`config.mk`:
```
export PLATFORM = sky130hd
export DESIGN_NAME = mslg_ram
export DESIGN_NICKNAME = d
export VERILOG_FILES = /design/src/rtl/core/mslg_ram.sv
export SDC_FILE = /design/constraint.sdc
export NUM_CORES = 1
export LEC_CHECK = 0
export ABC_AREA = 0
export BUFFER_PORTS_ARGS = -buffer_cell sky130_fd_sc_hd__buf_2
export CORE_UTILIZATION = 30
export DETAILED_ROUTE_END_ITERATION = 7
export PLACE_DENSITY_LB_ADDON = 0.2
export SLEW_MARGIN = 15
export SYNTH_ARGS = -nofsm -noshare
export SYNTH_HDL_FRONTEND = slang
export SYNTH_SLANG_ARGS = --single-unit
```
`constraint.sdc`:
```
create_clock -name clk -period 4 [get_ports clk]
set_input_delay 0.6 -clock clk [delete_from_list [all_inputs] [get_ports clk]]
set_output_delay 0.6 -clock clk [all_outputs]
set_load 0.01 [all_outputs]
```
`src/rtl/core/mslg_ram.sv`:
```
// Generic single-write, single-read synchronous RAM with registered read data.
// Read data holds while the read enable is low; no dependencies.
module mslg_ram #(
  parameter int WIDTH = 32,
  parameter int DEPTH = 16
) (
  input  logic                     clk,
  input  logic                     we,
  input  logic [$clog2(DEPTH)-1:0] waddr,
  input  logic [WIDTH-1:0]         wdata,
  input  logic                     re,
  input  logic [$clog2(DEPTH)-1:0] raddr,
  output logic [WIDTH-1:0]         rdata
);

  logic [WIDTH-1:0] mem [DEPTH];

  always_ff @(posedge clk) begin
    if (we) begin
      mem[waddr] <= wdata;
    end
    if (re) begin
      rdata <= mem[raddr];
    end
  end

endmodule

```
======== Word level (Yosys, flattened, before mapping) ========
Memory sizes are Yosys's and may differ from the RTL's. A register that Yosys moved wholly into a read port is not among the register bits.
Index checks and enable logic that the tools add are counted.
cells by class
  multiplexer cells ....................... 2
operator list
  operator           number
  two-way mux 1 bit  2
word-level totals
  flip-flop bits (word level) ............. 0
  RAM bits ................................ 512
  memories ................................ 1
  logic and storage cells ................. 3
  bits of input ports ..................... 43
  output and inout port bits .............. 32
memories
  memory  words  width  read ports  clocked after memory_dff  write ports  line  text
  mem     16     32     1           1                         1            16    logic [WIDTH-1:0] mem [DEPTH];

======== Logic depth before layout (Yosys ltp) ========
  depth after elaboration ................. 2
  mapped depth ............................ 5
  gate-level depth less buffers ........... 3

======== Worst setup path after synthesis ========
Ideal clock, no wire load.
  path type ............................... input port to flip-flop
  from .................................... input waddr[2]
  to ...................................... memory mem[0][0], enable pin
  required time ........................... 3539 ps
  slack ................................... 220 ps
  stages .................................. 2
  arrival time ............................ 3318 ps
  path buffers ............................ 0
  library setup time ...................... 461 ps
  cell sequence ........................... or3b_2 nor3_1
RTL lines
  item                line  text
  start: declaration  9     input logic [$clog2(DEPTH)-1:0] waddr,
  end: declaration    16
No word-level cell before the write port.

======== Worst setup path after layout ========
  from .................................... input waddr[2]
  to ...................................... memory mem[3][27], enable pin
No word-level cell before the write port.

==> run summary <==
Worst path cell trace - buf_2 -> or3b_2 -> nor2_4 -> buf_4
Worst path required time - 4240 ps
Pwr Density - 500.9 nW/µm²
Largest net degree at the start of global routing - 67
Number of DRC markers in iteration 0 - 797
Comb pwr share - 4.9%
Startpoint types - input pin
Sequential Power Share - 54.8%
Highest-count cells in the layout ignoring fill and taps - edfxtp_1, mux4_2, buf_2
DRC viols - 5
Mapped Avg Cell Area - 24.07 µm²
P&R area growth vs syn - 16.60%
Commonest non-fill, non-tap cell in the layout - edfxtp_1
Yosys reg bits - 544
Met3 routed WL - 2.027 mm
Vias - 9118
Root Buffer - clkbuf_16
Max-cap violations - 0
Rel. slew slack - 17.50%
Row cnt - 94
Hold Buf Count CTS - 0
First-pass GRT wire length - 69.59 mm
Vias in the first global route - 9614
I/O Pins - 75
Setup violations, final - 0
Clk sinks - 544
Share of cells above drive strength 1 - 32.07%
CTS max path bufs - 3
ANT nets after route - 0
NumNets Final - 1005
Crit path kind - in -> reg
Post-synthesis sequential area ratio - 80.97%
Clk_skew - 8.018 ps
Max FO, Critical Path - 23
DR vias/cell - 4.879
Design Power - 11.78 mW
Arr. time, crit path - 2220 ps
Peak supply drop - 0.2561 mV
Routed wl met2 - 21.96 mm
Hold Path Class - in -> reg
Core area - 66100 µm²
Unrepaired setup endpoints after global routing - false
Net Sw Frac - 21.01%
Die ar. - 68290 µm²
Max-slew violations - 0
Power share of the clock group - 40.2%
Slowest stage delay, CP - 590 ps
Post-Syn Nets - 881
Dpl hpwl - 24.70 mm
CTS buffer count - 57
PostCTS Resize Cnt - 0
Critical path capture point type - flop
Max Freq - 0.5044 GHz
Synthesized area - 20170 µm²
Switching power - 2.475 mW
H-tree depth - 2
Setup TNS - 0 ps
CTS tree - built
WL per Instance - 25.79 µm
Status - finished, violations left
Crit share post-route - 49.57%
Yosys warnings - 0
Util after Layout - 35.59%
Met1 Wirelength - 23.26 mm
CTS clk-pin slew, worst paths - 60 ps
Pre-antenna DRT Iters - 8
Worst Tran Pin Value - 1238 ps
Final hold violation count - 0
Routed wire length - 48.21 mm
PortBufs - 74
DR top layer - met4
Synth Instances - 838
GP Congestion - 0.6939
Pleak - 7.371 nW
Die Y - 261.3 µm
Die X - 261.3 µm
Total GRT Usage - 14.36%
Post-CTS setup buffer count - 0
Skew-Pair Late Insertion Delay - 590 ps
Post-layout min period - 1983 ps
Total gr overflow - 0
Pint - 9.307 mW
Initial antenna violation count - 5
Worst path slowest cell - or3b_2
Post-synth cell types - 17
Starting Density - 30.52%
Failing checks - DRC
==> metrics by stage <==
stage | setup WS [ps] | cell area (µm²) | std cells | hold slack [ps]
2_1_floorplan | 220.4 | 20170 | 838 | 698.9
3_3_place_gp | 1371 | 21890 | 1767 | 740.3
3_5_place_dp | 1306 | 21890 | 1767 | 744.6
4_1_cts | 1943 | 23520 | 1868 | 352.3
5_1_grt | 1882 | 23520 | 1869 | 369.7
6_report | 2017 | 23520 | 1869 | 386.3
==> routing by layer <==
metal  up-vias  GRT usage (%)
met5         -              0
met3        84          2.555
met4         0          3.569
li1       3857              -
met2       179          21.83
met1      4998          21.30
==> Yosys cell counts <==
master | instances | area (µm²)
mux4_2 | 128 | 2883
buf_2 | 4 | 20.02
buf_1 | 9 | 33.78
a22oi_1 | 64 | 480.5
nand3_1 | 1 | 5.000
and2_1 | 1 | 6.260
buf_4 | 11 | 82.58
nor2_1 | 13 | 48.80
or3b_2 | 1 | 8.760
edfxtp_1 | 544 | 16340
clkbuf_1 | 17 | 63.81
nor3_1 | 4 | 20.02
nor2b_1 | 2 | 12.51
nand3b_1 | 2 | 15.01
buf_6 | 2 | 22.52
nand2b_1 | 2 | 12.51
nand2_1 | 33 | 123.9
==> final cells by class <==
cell class                 count  area, µm²
clock inverter                27      136.4
multi-input combinational    251       3750
fill                        6104      42570
sequential                   544      16340
timing repair buffer         108      728.2
tap                          864       1081
antenna                        1      2.502
clock buffer                  74       1490
==> registers in the layout (all words and copies together), names as in the netlist <==
name,cells
rdata,32
mem,512
==> cells by family after synthesis <==
group           after synthesis  share of synthesized area (%)
flops                       544                          80.97
mux                         128                          14.29
compound gates               64                          2.382
simple gates                 59                          1.253
buf+inv                      43                          1.104
==> power by group through the flow <==
stage	logic [mW]	registers [mW]	clock network, mW
2_1_floorplan	0.307	6.58	0
3_3_place_gp	0.589	6.58	0
3_5_place_dp	0.595	6.58	0
4_1_cts	0.597	6.46	4.88
5_1_grt	0.631	6.47	5.08
6_report	0.580	6.46	4.74
==> critical path: cells and delay by family <==
kind | cells | cell delay [ps]
simple gates | 2 | 970
buf+inv | 2 | 600
==> worst paths after layout <==
kind	start	end	slack [ps]	cells past startpoint
max reg2reg	mem[11][25]	rdata[25]	2540	3
min	wdata[15]	mem[14][15]	390	1
max	waddr[2]	mem[3][27]	2020	4
min reg2reg	mem[12][2]	rdata[2]	750	3
No activity file was read; power rests on OpenSTA's default activity.
